$ cat src/hdl/gnf_ram.sv
// gnf_ram: single-write, single-read memory with a registered read port.
// Generic; depends on nothing.
`default_nettype none

module gnf_ram #(
   parameter int WIDTH     = 8,
   parameter int ADDR_BITS = 8
) (
   input  logic                 clock,
   input  logic                 wr_en,
   input  logic [ADDR_BITS-1:0] wr_addr,
   input  logic [WIDTH-1:0]     wr_data,
   input  logic                 rd_en,
   input  logic [ADDR_BITS-1:0] rd_addr,
   output logic [WIDTH-1:0]     rd_data
);

   logic [WIDTH-1:0] mem [0:(1 << ADDR_BITS)-1];
   logic [WIDTH-1:0] rd_data_ff;

   always_ff @(posedge clock) begin
      if (wr_en) begin
         mem[wr_addr] <= wr_data;
      end
      if (rd_en) begin
         rd_data_ff <= mem[rd_addr];
      end
   end

   assign rd_data = rd_data_ff;

endmodule

`default_nettype wire

$ cat config.mk
export PLATFORM = sky130hd
export DESIGN_NAME = gnf_ram
export DESIGN_NICKNAME = d
export VERILOG_FILES = /design/src/hdl/gnf_ram.sv
export SDC_FILE = /design/constraint.sdc
export NUM_CORES = 2
export LEC_CHECK = 0
export BUFFER_PORTS_ARGS = -buffer_cell sky130_fd_sc_hd__buf_2
export CAP_MARGIN = 20
export CORE_MARGIN = 1
export CORE_UTILIZATION = 50
export CTS_CLUSTER_DIAMETER = 150
export CTS_CLUSTER_SIZE = 25
export DETAILED_ROUTE_END_ITERATION = 12
export PLACE_DENSITY = 0.69
export SLEW_MARGIN = 25
export SYNTH_ARGS = -nofsm -noshare
export SYNTH_HDL_FRONTEND = slang
export SYNTH_SLANG_ARGS = --single-unit
$ cat constraint.sdc
create_clock -name clock -period 4.49 [get_ports clock]
set_clock_uncertainty 0.1 [all_clocks]
set_input_delay 0.449 -clock clock [delete_from_list [all_inputs] [get_ports clock]]
set_output_delay 0.449 -clock clock [all_outputs]
set_load 0.05 [all_outputs]
==> out/qor.yml <==
p_per_area_nw_per_um2: 382
synth_edf_count: 2056
layout_setup_ws_ps: 1060
placed_cells: 5752
cts_tree: "done"
crit_type: "input pin to register"
max_slew_margin_pct: 25.7
worstSkewPairLatency_ps: 750
nets: 3802
critPathLaunchType: "input pin"
timing.final.crit_share_pct: 76.4
ir_drop_mv: 0.298
timing.fmax_mhz: 292
wl_um: 188000
fp.dieArea_um2: 161000
initial_utilization_pct: 50.3
p_total_mw: 32.5
portBuffers: 34
fin_tns_setup_ps: 0
cts_root_buffer: "clkbuf_16"
cts.clk_slew.worst_paths_ps: 90
yosysSeqAreaShare_pct: 77.5
cp.arrival_ps: 3800
grt_pass1_vias: 38000
pre_cts_slack_ps: 309
grt_usage_pct: 23.4
ys.flop_type: "edfxtp_1"
routed_via_density: 6.46
final_max_slew_viol_count: 0
die_h_um: 401
gp_congestion: 0.831
dr_total_vias: 37800
synthTopCellsByArea: "edfxtp_1 78%, mux4_2 13%, mux2i_1 1.7%"
layout.cells.non_filler: 5854
dpl.hpwl_um: 116000
drt_iter0_drc: 5284
cts_setup_buffers: 0
numClockSinks: 2056
p_leak_nw: 25.5
cts_hold_buf: 0
synth_fp_nets: 3760
syn_to_final_growth_pct: 6.69
routedWlPerCell_um: 32.1
syn_inst: 3733
synth-async-reset-ratio_pct: 0
utilization_pct: 53.7
drc: 2
antenna_found_initial: 8
cts_inserted_buffers: 92
critPathMaxFanout: 33
violations: "DRC"
grt_max_degree: 150
period_minus_slack_ps: 3430
synth-seq-cells: 2056
rsz0062_at_grt: "false"
worst_slew_pin_slew_ps: 1110
setup_violations: 0
yosys.area.top_type: "edfxtp_1"
max-clock-path-buffers: 3
outcome: "finished with violations"
yosysWarnings: 0
ctsResizeCount: 0
dr.pass1.iters: 10
ios: 35
synth.cell_area_um2: 79600
overflow: 0
core_area_um2: 158000
n_fill_cell: 11900
drtAntennaViolNets: 0
h-tree-depth: 3
die_w_um: 401
maxCapViolations: 0
endpoint_kind: "register"
core.rowCount: 146
drive_gt1_share_pct: 20.0
cp.required_ps: 4860
hold_viol: 0
avgSynthCellArea_um2: 21.3
ys_types: 54
hold_class: "input pin to register"
grt_pass1_wl_um: 271000
synth_top_cell_area_share_pct: 77.5
## where the power goes
| part | switching, mW | internal (mW) | total, mW |
|---|---|---|---|
| clock | 5.59 | 3.78 | 9.37 |
| combinational | 1.27 | 0.670 | 1.94 |
| sequential | 0.0257 | 21.1 | 21.2 |
## synth_stat cells, types with 10 or more instances
| master | instances |
|---|---|
| a22oi_1 | 133 |
| o21ai_0 | 10 |
| o22ai_1 | 28 |
| nor3_1 | 22 |
| a221oi_1 | 13 |
| mux4_2 | 454 |
| mux2i_1 | 134 |
| nand4_1 | 10 |
| o221ai_1 | 46 |
| buf_6 | 21 |
| edfxtp_1 | 2056 |
| buf_8 | 13 |
| a21oi_1 | 96 |
| buf_2 | 31 |
| nor2b_1 | 31 |
| o211ai_1 | 10 |
| buf_1 | 22 |
| clkbuf_1 | 111 |
| nor2_1 | 282 |
| nand2_1 | 33 |
| nand3_1 | 34 |
| a211oi_1 | 16 |
| buf_4 | 27 |
| nor4_1 | 24 |
## final cells by class
type | instances | area (um^2) | area share, %
clock inverter | 5 | 77.6 | 0.0913
antenna | 2 | 5.00 | 0.00589
inverter | 2 | 7.51 | 0.00884
sequential | 2056 | 61700 | 72.7
clock buffer | 94 | 2350 | 2.77
tap | 2072 | 2590 | 3.05
timing repair buffer | 181 | 1680 | 1.98
multi-input combinational | 1442 | 16500 | 19.4
## metrics by stage
stage	instance area, um^2	hold slack [ps]
floorplan	79600	448
global placement	82500	842
detailed placement	82500	843
CTS	84900	38.8
global route	85000	48.5
finish	85000	62.3
## routing by layer
metal | vias to the layer above | global-route usage (%) | share of wire, %
met1 | 20100 | 33.7 | 39
met5 | - | 0 | 0.030
met4 | 8 | 6.56 | 2.7
li1 | 15600 | - | -
met3 | 235 | 4.16 | 9.7
met2 | 1824 | 37.1 | 48
## cell families (layout without fill, tap and decap cells)
| logic type | count (synthesis) | in the layout | synth area share (%) |
|---|---|---|---|
| compound gates | 385 | 385 | 3.42 |
| buf+inv | 235 | 282 | 1.83 |
| flops | 2056 | 2056 | 77.5 |
| mux | 591 | 591 | 14.6 |
| other cells | 0 | 2 | 0 |
| simple gates | 466 | 466 | 2.63 |
## worst max-delay path, stage by stage
cell and delay (ps):
buf_8 390, buf_12 350, buf_12 280, mux4_2 540, a22o_1 280, nor3_1 420, a21oi_1 80, a22oi_1 840
nor4_2 40
## path summary, 6_finish.rpt
kind / start / to / slack, ps / cells after the start
worst max register to register: mem[26][5] / rd_data[5] / 1440 / 7
worst max-delay path: rd_addr[0] / rd_data[6] / 1060 / 9
worst min-delay path: wr_data[3] / mem[161][3] / 60 / 1
worst min register to register: mem[1][2] / rd_data[2] / 1150 / 6
## layout by cell type, fill, tap and decap left out, types with 7 or more instances in the layout
cell / instances
buf_8: 7
o21ai_0: 10
a22oi_1: 133
buf_2: 23
buf_4: 124
nand2_1: 33
a21oi_1: 96
a22o_1: 8
nor4_1: 22
o211ai_1: 10
a221oi_1: 13
edfxtp_1: 2056
o22ai_1: 28
clkbuf_16: 94
nand4_1: 10
buf_12: 23
nor3_1: 22
mux4_2: 454
nand2b_1: 8
nand3_1: 32
nor2_1: 279
nor2b_1: 28
o221ai_1: 46
a211oi_1: 16
mux2i_1: 134
## flip-flops by register name, indices dropped and copies added (netlist names)
signal and flops:
rd_data 8, mem 2048
(Power assumes the default switching activity.)
